[src/rtl/core/mve_pkg.sv]
// Shared constants and types for the MSB-first varint encoder.
package mve_pkg;

    localparam int GROUP_BITS = 7;

    typedef logic [GROUP_BITS-1:0] group_t;

    typedef struct packed {
        logic busy;
        logic emit;
        logic last;
    } ser_stat_t;

endpackage

[src/rtl/core/mve_serializer.sv]
// Group shift register that steps a value out one 7-bit group per cycle while advance is high, top group first.
module mve_serializer #(
    parameter int SR_BITS = 70
) (
    input  logic                 clk,
    input  logic                 rst_n,
    input  logic                 load,
    input  logic [SR_BITS-1:0]   load_data,
    input  logic                 advance,
    output mve_pkg::group_t      group,
    output mve_pkg::ser_stat_t   stat
);

    localparam int NGROUPS = SR_BITS / mve_pkg::GROUP_BITS;
    localparam int CNT_W   = $clog2(NGROUPS + 1);

    logic [SR_BITS-1:0] sr_reg;
    logic [SR_BITS-1:0] sr_next;
    logic [CNT_W-1:0]   cnt_reg;
    logic [CNT_W-1:0]   cnt_next;
    logic               started_reg;
    logic               started_next;
    logic               nonzero;

    assign group   = sr_reg[SR_BITS-1 -: mve_pkg::GROUP_BITS];
    assign nonzero = |group;

    assign stat.busy = (cnt_reg != '0);
    assign stat.last = (cnt_reg == CNT_W'(1));
    assign stat.emit = started_reg | nonzero | stat.last;

    always_comb
    begin
        sr_next      = sr_reg;
        cnt_next     = cnt_reg;
        started_next = started_reg;
        if (load)
        begin
            sr_next      = load_data;
            cnt_next     = CNT_W'(NGROUPS);
            started_next = 1'b0;
        end
        else if (advance)
        begin
            sr_next      = {sr_reg[SR_BITS-mve_pkg::GROUP_BITS-1:0],
                            {mve_pkg::GROUP_BITS{1'b0}}};
            cnt_next     = cnt_reg - CNT_W'(1);
            started_next = started_reg | nonzero;
        end
    end

    always_ff @(posedge clk or negedge rst_n)
    begin
        if (!rst_n)
        begin
            cnt_reg     <= '0;
            started_reg <= 1'b0;
        end
        else
        begin
            cnt_reg     <= cnt_next;
            started_reg <= started_next;
        end
    end

    always_ff @(posedge clk)
    begin
        sr_reg <= sr_next;
    end

endmodule

[src/rtl/core/msb_first_varint_encoder.sv]
// Top level: MSB-first varint encoder with optional zigzag mapping.
// Each transaction is one load, then one group per cycle when the output is not stalled;
// leading zero groups give no output. Later bytes follow one per cycle when not stalled.
// A new value is accepted once the last group has moved to the output register.
// Reset clears the shifter count and output valid; payload registers are not reset.
module msb_first_varint_encoder #(
    parameter int VALUE_BITS = 64
) (
    input  logic        clk,
    input  logic        rst_n,
    input  logic        in_valid,
    output logic        in_ready,
    input  logic [63:0] value,
    input  logic        mode,
    output logic        out_valid,
    input  logic        out_ready,
    output logic [7:0]  out_byte,
    output logic        last
);

    localparam int NGROUPS = (VALUE_BITS + mve_pkg::GROUP_BITS - 1) / mve_pkg::GROUP_BITS;
    localparam int SR_BITS = NGROUPS * mve_pkg::GROUP_BITS;

    logic [VALUE_BITS-1:0] v;
    logic [VALUE_BITS-1:0] zz;
    logic [VALUE_BITS-1:0] u;
    logic                  load;
    logic                  advance;
    mve_pkg::group_t       group;
    mve_pkg::ser_stat_t    stat;

    logic       out_valid_reg;
    logic       out_valid_next;
    logic [7:0] out_byte_reg;
    logic       last_reg;

    assign v  = value[VALUE_BITS-1:0];
    assign zz = {v[VALUE_BITS-2:0], 1'b0} ^ {VALUE_BITS{v[VALUE_BITS-1]}};
    assign u  = mode ? zz : v;

    assign in_ready = !stat.busy;
    assign load     = in_valid && in_ready;
    assign advance  = stat.busy && (!out_valid_reg || out_ready);

    mve_serializer #(
        .SR_BITS (SR_BITS)
    ) u_serializer (
        .clk       (clk),
        .rst_n     (rst_n),
        .load      (load),
        .load_data (SR_BITS'(u)),
        .advance   (advance),
        .group     (group),
        .stat      (stat)
    );

    always_comb
    begin
        out_valid_next = out_valid_reg;
        if (advance && stat.emit)
        begin
            out_valid_next = 1'b1;
        end
        else if (out_ready)
        begin
            out_valid_next = 1'b0;
        end
    end

    always_ff @(posedge clk or negedge rst_n)
    begin
        if (!rst_n)
        begin
            out_valid_reg <= 1'b0;
        end
        else
        begin
            out_valid_reg <= out_valid_next;
        end
    end

    always_ff @(posedge clk)
    begin
        if (advance && stat.emit)
        begin
            out_byte_reg <= {~stat.last, group};
            last_reg     <= stat.last;
        end
    end

    assign out_valid = out_valid_reg;
    assign out_byte  = out_byte_reg;
    assign last      = last_reg;

`ifndef NO_ASSERTIONS
    a_load_busy: assert property (@(posedge clk) disable iff (!rst_n)
        load |=> stat.busy)
        else $error("shifter not busy after accepted transaction");

    a_mark_last: assert property (@(posedge clk) disable iff (!rst_n)
        out_valid |-> (out_byte[7] != last))
        else $error("continuation mark disagrees with last flag");

    a_last_done: assert property (@(posedge clk) disable iff (!rst_n)
        (advance && stat.last) |=> !stat.busy)
        else $error("shifter still busy after final group");

    a_final_out: assert property (@(posedge clk) disable iff (!rst_n)
        $fell(stat.busy) |-> (out_valid && last))
        else $error("final group not presented at output");
`endif

endmodule
[config.mk]
export PLATFORM = sky130hd
export DESIGN_NAME = msb_first_varint_encoder
export DESIGN_NICKNAME = d
export VERILOG_FILES = /design/src/rtl/core/mve_pkg.sv /design/src/rtl/core/mve_serializer.sv /design/src/rtl/core/msb_first_varint_encoder.sv
export SDC_FILE = /design/constraint.sdc
export NUM_CORES = 1
export LEC_CHECK = 0
export BUFFER_PORTS_ARGS = -buffer_cell sky130_fd_sc_hd__buf_2
export CORE_MARGIN = 2
export CORE_UTILIZATION = 50
export CTS_CLUSTER_SIZE = 16
export DETAILED_ROUTE_END_ITERATION = 16
export HOLD_SLACK_MARGIN = 0.03
export PLACE_DENSITY = 0.75
export SYNTH_ARGS = -nofsm -noshare
export SYNTH_HDL_FRONTEND = slang
export SYNTH_SLANG_ARGS = --single-unit
[constraint.sdc]
create_clock -name clk -period 2.9 [get_ports clk]
set_clock_uncertainty 0.2 [all_clocks]
set_input_delay 0.435 -clock clk [delete_from_list [all_inputs] [get_ports clk]]
set_output_delay 0.435 -clock clk [all_outputs]
set_load 0.03 [all_outputs]
==> results.tsv, run 1 <==
stage	metric	value	unit
die	die_w	99.96	um
cells_and_area	area_growth	16.06	%
global_route	track_usage	0.1803	
route	dr.pass1.iters	4	
status	status	finished, final reports clean	
clocking	h-tree-depth	3	
die	core-area	0.009065	mm^2
sta	finalSetupViolCount	0	
die	initial_core_util	0.5079	
route	first_iter_violations	181	
logic_synthesis	yosysWarnings	0	
global_route	grt_max_degree	87	
cells_and_area	n_fill_cell	771	
sta	worst_slew_pin_slew	0.7350	ns
logic_synthesis	ys_seq_area_frac	0.5348	
critical_path	reg2reg_slack	0.45	ns
sta	drv_slew	0	
route	vias	3140	
logic_synthesis	postSynthCellCount	413	
critical_path	path_cells	inv_1, ha_1, or3b_1, inv_1, buf_2	
route	route.detailed.drc	0	
critical_path	critPathBufInv	3	
clocking	clockBufferDepth	2	
die	die_area	0.009992	mm^2
cells_and_area	nets	550	
logic_synthesis	synthTopCellsByArea	edfxtp_1, mux2i_1, xor2_1, o21ai_0, nand2_1	
clocking	numCtsBuffers	9	
critical_path	critical-path-top-delay-family	simple AND/OR/NAND/NOR gates	
pwr	pwr_density_cell	860.4	mW/mm^2
clocking	clk_pin_slew	0.08	ns
critical_path	cpMostUsedCell	inv_1	
clocking	worstSkewPairLatency	0.35	ns
sta	fmax	393.6	MHz
placement	dp_cells	578	
logic_synthesis	syn-cell-area	0.004604	mm^2
critical_path	worst_setup_path_end_kind	output pin	
logic_synthesis	synth.avg_cell_area	11.15	um^2
critical_path	cp_slowest_cell	or3b_1	
sta	hold_violations	0	
cells_and_area	regArea	0.002462	mm^2
sta	slew_headroom	0.5100	
critical_path	cp_max_fo	10	
pwr	leakage	2.359	nW
logic_synthesis	synth_cell_type_count	33	
placement	port_buffers	79	
die	rows	35	
clocking	clockRootBuffer	clkbuf_8	
worst_hold_path	hold_path.class	input port to asynchronous set/reset pin	
global_route	grt_pass1_wl	14040	um
sta	holdWs	0.2386	ns
global_route	antenna_found_initial	0	
sta	post-route-period-util	0.8760	
cells_and_area	largest_register_ffs	70	
clocking	cts_tree	yes	
logic_synthesis	ys_seq_elements	85	
placement	hpwl	5989	um
global_route	overflow	0	
route	vias_per_cell	5.277	
critical_path	criticalPathCategory	flip-flop to output pin	
route	antenna_left	0	
pwr	ir_drop	0.3622	mV
cells_and_area	antenna_cells	0	
cells_and_area	fin_util	0.5895	
critical_path	crit_path_start_kind	flip-flop	
clocking	cts.sinks	85	
critical_path	crit_required	2.27	ns
logic_synthesis	synthesis.nets	484	
global_route	grt_pass1_vias	3027	
logic_synthesis	yosys.area.top_type	edfxtp_1	
route	avgRoutedWirePerCell	14.22	um
critical_path	critPathMaxStageDelay	0.54	ns
flow_run	maxCapViolCount	0	
critical_path	critical_path_arrival	1.91	ns
sta	finalSetupTns	0	ns
cells_and_area	drive_gt1_frac	0.2190	
cells_and_area	instances_no_fill	595	
route	drt_wl_total	8460	um
die	die_height	99.96	um
cells_and_area	multiInputGateArea	0.002003	mm^2
sta	grt_setup_unrepaired	false	
logic_synthesis	yosys.area.top_type_share	0.4761	
clocking	post_cts_buffers	0	
die	boundaryPins	80	
placement	gp_congestion	0.7699	
sta	finalCriticalPeriod	2.540	ns
-- stage by stage --
stage               cell area [um^2]  total power, W  setup WS [ns]
finish                          5344        0.004598         0.3596
global route                    5344        0.004917         0.2214
CTS                             5344        0.004640         0.3377
detailed placement              5117        0.003736         0.4579
global placement                5117        0.003676         0.5637
floorplan                       4619        0.003308        0.05267
-- layer usage --
layer	share of wire	vias to the layer above	global-route usage
li1	-	1579	-
met1	0.41	1471	0.2080
met2	0.53	79	0.3311
met3	0.046	11	0.05084
met4	0.013	0	0.04426
met5	0	-	0
-- final timing paths --
kind                                          from                  endpoint  cells after the start
max                        u_serializer.cnt_reg[1]                  in_ready                      5
min                                          rst_n  u_serializer.started_reg                      2
max reg2reg                u_serializer.cnt_reg[0]               out_byte[1]                      5
min reg2reg                u_serializer.sr_reg[68]               out_byte[5]                      0
max in group asynchronous                    rst_n   u_serializer.cnt_reg[2]                      2
min in group clk                          value[0]    u_serializer.sr_reg[0]                      3
-- worst reg2reg max path, delay by kind of cell, from the launching register on --
family	cells	cell delay, ns
and+or+nand+nor	2	0.74
buffers and inverters	1	0.07
adders and majority gates	1	0.26
AOI/OAI and AO/OA	1	0.44
DFF	1	0.40
-- power breakdown --
part / leakage, nW / total [W] / switching [W] / internal [W]
Sequential: 0.856 / 0.00238 / 0.000209 / 0.00217
Combinational: 1.40 / 0.00132 / 0.000844 / 0.000479
Clock: 0.104 / 0.000893 / 0.000405 / 0.000489
-- logic make-up (layout without fill, tap and decap cells) --
kind of cell	count (synthesis)	count (layout)	share of synthesized area
and+or+nand+nor	92	92	0.08533
buffers and inverters	37	108	0.03614
AOI/OAI and AO/OA	74	74	0.08750
adders and majority gates	2	2	0.005434
DFF	85	85	0.5348
xor gates and xnor gates	63	63	0.1198
muxes	60	60	0.1310
-- cell usage after synthesis --
cell	n
nor3_1	2
nor2_1	7
edfxtp_1	73
a32oi_1	1
buf_6	1
xor2_1	57
o31a_1	1
nor2b_1	2
nor4_1	1
nand2b_1	1
a211oi_1	6
dfxtp_1	6
clkbuf_1	15
or3b_2	1
o21ai_0	60
nand3b_1	1
mux2i_1	58
nand3_1	6
a2bb2oi_1	1
a21boi_1	1
xnor2_1	6
o21ai_1	3
buf_2	16
nand4bb_1	1
dfrtp_1	6
ha_1	2
nand2_1	67
or3b_1	1
mux2_2	2
inv_1	5
a22o_1	1
nor3b_1	1
and2_1	1
-- area by class of cell --
class                      count  share of cell area
sequential                    85              0.4608
multi-input combinational    291              0.3749
timing repair buffer          87             0.09365
tap                          111             0.02599
clock buffer                  11             0.02458
clock inverter                 5             0.01592
inverter                       5            0.004214
-- cells in the final DEF, fill, tap and decap left out, types with 3 or more instances in the layout --
master / Yosys / layout
buf_2: 16 / 77
edfxtp_1: 73 / 73
nand2_1: 67 / 67
o21ai_0: 60 / 60
mux2i_1: 58 / 58
xor2_1: 57 / 57
clkbuf_8: 0 / 9
nor2_1: 7 / 7
nand3_1: 6 / 6
xnor2_1: 6 / 6
a211oi_1: 6 / 6
buf_4: 0 / 6
dfrtp_1: 6 / 6
dfxtp_1: 6 / 6
inv_1: 5 / 4
o21ai_1: 3 / 3
buf_12: 0 / 3
-- repair_timing --
action                                 CTS  global route
resized for setup                        0             0
hold buffers                             1             0
endpoints found under the hold margin    6             0
Power figures use the tool's default switching activity.
==> inputs of run 2 (changes only) <==
--- a/config.mk
+++ b/config.mk
@@ -7,11 +7,11 @@
 export LEC_CHECK = 0
 export BUFFER_PORTS_ARGS = -buffer_cell sky130_fd_sc_hd__buf_2
 export CORE_MARGIN = 2
-export CORE_UTILIZATION = 50
+export CORE_UTILIZATION = 35
+export CTS_BUF_LIST = sky130_fd_sc_hd__clkbuf_8
 export CTS_CLUSTER_SIZE = 16
 export DETAILED_ROUTE_END_ITERATION = 16
 export HOLD_SLACK_MARGIN = 0.03
-export PLACE_DENSITY = 0.75
 export SYNTH_ARGS = -nofsm -noshare
 export SYNTH_HDL_FRONTEND = slang
 export SYNTH_SLANG_ARGS = --single-unit
==> results.tsv, run 2 (synthesis results as in run 1) <==
stage	metric	value	unit
critical_path	cpMostUsedCell	inv_1	
global_route	overflow	0	
critical_path	critical-path-top-delay-family	simple AND/OR/NAND/NOR gates	
cells_and_area	area_growth	17.50	%
sta	drv_slew	0	
critical_path	worst_setup_path_end_kind	output pin	
pwr	pwr_density_cell	832.7	mW/mm^2
clocking	numCtsBuffers	9	
placement	gp_congestion	0.7668	
cells_and_area	largest_register_ffs	70	
sta	finalCriticalPeriod	2.571	ns
critical_path	critical_path_arrival	1.94	ns
critical_path	r2r_end	out_byte[6]	
global_route	track_usage	0.1317	
die	die_height	118.7	um
placement	port_buffers	79	
critical_path	crit_required	2.27	ns
pwr	leakage	2.359	nW
cells_and_area	nets	550	
clocking	clk_pin_slew	0.10	ns
worst_hold_path	worst_hold_startpoint	value[0]	
sta	post-route-period-util	0.8867	
cells_and_area	antenna_cells	0	
global_route	grt_max_degree	123	
critical_path	r2r_cells	5	
clocking	cts.sinks	85	
route	route.detailed.drc	0	
route	vias_per_cell	4.750	
sta	slew_headroom	0.7002	
clocking	clockRootBuffer	clkbuf_8	
worst_hold_path	hold_path.class	input port to flip-flop	
clocking	worstSkewPairLatency	0.36	ns
route	dr.pass1.iters	4	
route	avgRoutedWirePerCell	13.60	um
placement	hpwl	6343	um
critical_path	r2r_start	u_serializer.cnt_reg[0]	
sta	hold_violations	0	
flow_run	maxCapViolCount	0	
sta	finalSetupViolCount	0	
sta	grt_setup_unrepaired	false	
status	status	finished, final reports clean	
sta	finalSetupTns	0	ns
sta	worst_slew_pin_slew	0.4488	ns
worst_hold_path	hold-path-cell-count	3	
pwr	ir_drop	0.2920	mV
clocking	cts_tree	yes	
die	boundaryPins	80	
critical_path	path_cells	inv_1, ha_1, or3b_1, inv_1, buf_2	
placement	dp_cells	639	
critical_path	reg2reg_slack	0.45	ns
global_route	grt_pass1_wl	14700	um
sta	fmax	388.9	MHz
cells_and_area	final_cell_mix	buf_2, edfxtp_1, nand2_1, o21ai_0, mux2i_1	
clocking	clockBufferDepth	2	
route	vias	3116	
global_route	antenna_found_initial	0	
critical_path	cp_max_fo	10	
global_route	grt_pass1_vias	3100	
critical_path	cp_slowest_cell	or3b_1	
cells_and_area	instances_no_fill	656	
clocking	h-tree-depth	3	
critical_path	critPathBufInv	3	
cells_and_area	drive_gt1_frac	0.2231	
die	die_area	0.01409	mm^2
die	die_w	118.7	um
die	rows	41	
route	antenna_left	0	
die	core-area	0.01272	mm^2
die	initial_core_util	0.3619	
route	first_iter_violations	167	
critical_path	crit_path_start_kind	flip-flop	
critical_path	criticalPathCategory	flip-flop to output pin	
critical_path	critPathMaxStageDelay	0.54	ns
cells_and_area	layout_commonest_cell	buf_2	
route	drt_wl_total	8923	um
worst_hold_path	holdPathEnd	u_serializer.sr_reg[0]	
[run 2: changes by cell type in the layout (fill, tap and decap cells not counted), sizes merged]
cell and delta:
bufinv -2, inv +2
[run 2: worst max path at each step]
stage | from | end | slack [ns] | cells after the start
5_1_grt | u_serializer.cnt_reg[1] | in_ready | 0.21 | 5
2_1_floorplan | u_serializer.cnt_reg[0] | u_serializer.sr_reg[0] | 0.05 | 6
3_3_place_gp | u_serializer.cnt_reg[0] | out_byte[5] | 0.54 | 5
6_report | u_serializer.cnt_reg[0] | in_ready | 0.33 | 5
3_5_place_dp | u_serializer.cnt_reg[0] | out_byte[4] | 0.43 | 5
4_1_cts | u_serializer.cnt_reg[0] | in_ready | 0.30 | 5
[run 2: timing repair]
action                                 4_1_cts  5_1_grt
gates resized for setup                      0        0
hold buffers                                 1        0
endpoints found under the hold margin        6        0
setup buffers                                0        0
[run 2: worst min-delay path, cell delays in order]
cell	delay [ns]
buf_2	0.10
mux2i_1	0.06
nor2_1	0.08
[run 2: per-layer routing]
layer  up-vias  track usage  part of all wire
met4         0      0.05357             0.021
li1       1576            -                 -
met1      1453       0.1674              0.45
met2        71       0.2202              0.49
met3        16      0.02510             0.040
met5         -            0                 0
[run 2: stage by stage]
| stage | hold slack (ns) | instance area [um^2] | worst slack, ns | total power (W) | utilization |
|---|---|---|---|---|---|
| 2_1_floorplan | -0.06059 | 4619 | 0.05267 | 0.003308 | - |
| 3_5_place_dp | 0.06875 | 5206 | 0.4266 | 0.003759 | 0.4092 |
| 6_report | 0.2183 | 5410 | 0.3285 | 0.004505 | 0.4253 |
| 3_3_place_gp | 0.07051 | 5206 | 0.5351 | 0.003714 | 0.4092 |
| 5_1_grt | 0.2533 | 5410 | 0.2111 | 0.004833 | 0.4253 |
| 4_1_cts | 0.2069 | 5410 | 0.2960 | 0.004570 | 0.4253 |
[run 2: where the power goes]
part | leakage (nW) | total (W) | switching (W) | internal, W
Sequential | 0.856 | 0.00237 | 0.000202 | 0.00217
Clock | 0.0965 | 0.000807 | 0.000440 | 0.000367
Combinational | 1.41 | 0.00133 | 0.000840 | 0.000485
Total | 2.36 | 0.00450 | 0.00148 | 0.00302
[run 2: cell type report]
| class | count | area [um^2] |
|---|---|---|
| inverter | 5 | 22.52 |
| timing repair buffer | 87 | 513.0 |
| sequential | 85 | 2462 |
| clock buffer | 11 | 151.4 |
| clock inverter | 5 | 42.54 |
| fill | 1271 | 7312 |
| multi-input combinational | 291 | 2003 |
| tap | 172 | 215.2 |
==> inputs of run 3 (changes only) <==
--- a/config.mk
+++ b/config.mk
@@ -5,12 +5,12 @@
 export SDC_FILE = /design/constraint.sdc
 export NUM_CORES = 1
 export LEC_CHECK = 0
-export BUFFER_PORTS_ARGS = -buffer_cell sky130_fd_sc_hd__buf_2
 export CORE_MARGIN = 2
 export CORE_UTILIZATION = 35
 export CTS_BUF_LIST = sky130_fd_sc_hd__clkbuf_8
 export CTS_CLUSTER_SIZE = 16
 export DETAILED_ROUTE_END_ITERATION = 16
+export DONT_BUFFER_PORTS = 1
 export HOLD_SLACK_MARGIN = 0.03
 export SYNTH_ARGS = -nofsm -noshare
 export SYNTH_HDL_FRONTEND = slang
==> results.tsv, run 3 (synthesis results as in run 1) <==
stage	metric	value	unit
clocking	post_cts_buffers	0	
pwr	ir_drop	0.2917	mV
worst_hold_path	hold_path.class	input port to flip-flop	
clocking	h-tree-depth	3	
cells_and_area	n_fill_cell	1284	
sta	worst_slew_pin_slew	0.4581	ns
clocking	worstSkewPairLatency	0.36	ns
clocking	clockBufferDepth	2	
sta	slew_headroom	0.6946	
sta	finalCriticalPeriod	2.563	ns
pwr	pwr_density_cell	868.1	mW/mm^2
route	vias_per_cell	4.887	
die	initial_core_util	0.3619	
flow_run	maxCapViolCount	0	
route	route.detailed.drc	0	
cells_and_area	drive_gt1_frac	0.05985	
placement	gp_congestion	0.7360	
pwr	p_total	0.004278	W
route	dr.pass1.iters	4	
clocking	numCtsBuffers	9	
cells_and_area	area_growth	7.011	%
critical_path	worst_setup_path_end_kind	output pin	
global_route	antenna_found_initial	0	
clocking	cts_tree	yes	
critical_path	crit_required	2.27	ns
die	die_area	0.01409	mm^2
cells_and_area	antenna_cells	0	
global_route	track_usage	0.1243	
critical_path	crit_path_start_kind	flip-flop	
route	drt_wl_total	8624	um
pwr	leakage	2.015	nW
cells_and_area	final_cell_mix	edfxtp_1, nand2_1, o21ai_0, mux2i_1, xor2_1	
sta	finalSetupTns	0	ns
cells_and_area	layout_commonest_cell	edfxtp_1	
global_route	grt_pass1_vias	2835	
global_route	grt_max_degree	130	
die	die_w	118.7	um
clocking	clk_pin_slew	0.09	ns
sta	grt_setup_unrepaired	false	
die	boundaryPins	80	
cells_and_area	largest_register_ffs	70	
clocking	cts.sinks	85	
die	rows	41	
route	vias	2800	
placement	hpwl	5898	um
critical_path	criticalPathCategory	flip-flop to output pin	
cells_and_area	nets	467	
global_route	overflow	0	
clocking	clockRootBuffer	clkbuf_8	
route	first_iter_violations	207	
die	core-area	0.01272	mm^2
sta	finalSetupViolCount	0	
sta	hold_violations	0	
critical_path	cp_max_fo	10	
global_route	grt_pass1_wl	13770	um
sta	fmax	390.2	MHz
sta	post-route-period-util	0.8836	
placement	port_buffers	0	
die	die_height	118.7	um
route	avgRoutedWirePerCell	15.05	um
status	status	finished, final reports clean	
critical_path	critical_path_arrival	1.93	ns
route	antenna_left	0	
sta	drv_slew	0	
## run 3: path summary, 6_finish.rpt
path | start | to | slack (ns) | cells after the start
worst max-delay path | u_serializer.cnt_reg[1] | in_ready | 0.34 | 4
worst min-delay path | mode | u_serializer.sr_reg[6] | 0.08 | 1
worst max register to register | u_serializer.cnt_reg[0] | out_byte[7] | 0.44 | 5
worst min register to register | u_serializer.sr_reg[69] | out_byte[6] | 0.26 | 0
max in group asynchronous | rst_n | u_serializer.cnt_reg[0] | 2.07 | 1
min in group asynchronous | rst_n | out_valid | 0.20 | 1
## run 3: per-layer routing
layer | track usage | up-vias | share of wire
li1 | - | 1416 | -
met1 | 0.1435 | 1315 | 0.42
met2 | 0.2173 | 61 | 0.51
met3 | 0.04440 | 8 | 0.056
met4 | 0.03348 | 0 | 0.010
met5 | 0 | - | 0
## run 3: timing repair
item / 4_1_cts / 5_1_grt
hold endpoints to repair: 6 / 0
resized for setup: 0 / 0
hold buffers: 1 / 0
## run 3: worst max-delay path, cell delays in order, from the launching register on
cell	delay (ns)
dfrtp_1	0.39
inv_1	0.10
ha_1	0.26
or3b_1	0.54
inv_1	0.29
## run 3: cell type report
| cell class | instances | area, um^2 | share of cell area |
|---|---|---|---|
| inverter | 5 | 22.52 | 0.004571 |
| clock buffer | 9 | 123.9 | 0.02514 |
| clock inverter | 7 | 42.54 | 0.008634 |
| timing repair buffer | 4 | 57.56 | 0.01168 |
| sequential | 85 | 2462 | 0.4997 |
| tap | 172 | 215.2 | 0.04368 |
| multi-input combinational | 291 | 2003 | 0.4066 |
## run 3: stage by stage
| stage | hold slack [ns] | worst slack [ns] | area [um^2] | instances | util |
|---|---|---|---|---|---|
| 2_1_floorplan | -0.06059 | 0.05267 | 4619 | 413 | - |
| 3_3_place_gp | -0.06040 | 0.5353 | 4751 | 556 | 0.3734 |
| 3_5_place_dp | -0.06043 | 0.4451 | 4751 | 556 | 0.3734 |
| 4_1_cts | 0.07397 | 0.3182 | 4927 | 573 | 0.3873 |
| 5_1_grt | 0.06891 | 0.2233 | 4927 | 573 | 0.3873 |
| 6_report | 0.08427 | 0.3374 | 4927 | 573 | 0.3873 |
## run 3: power by group
group | total (W) | switching, W | internal, W
sequential | 0.00251 | 0.000333 | 0.00218
combinational | 0.00103 | 0.000627 | 0.000404
clock | 0.000736 | 0.000427 | 0.000309
total | 0.00428 | 0.00139 | 0.00289
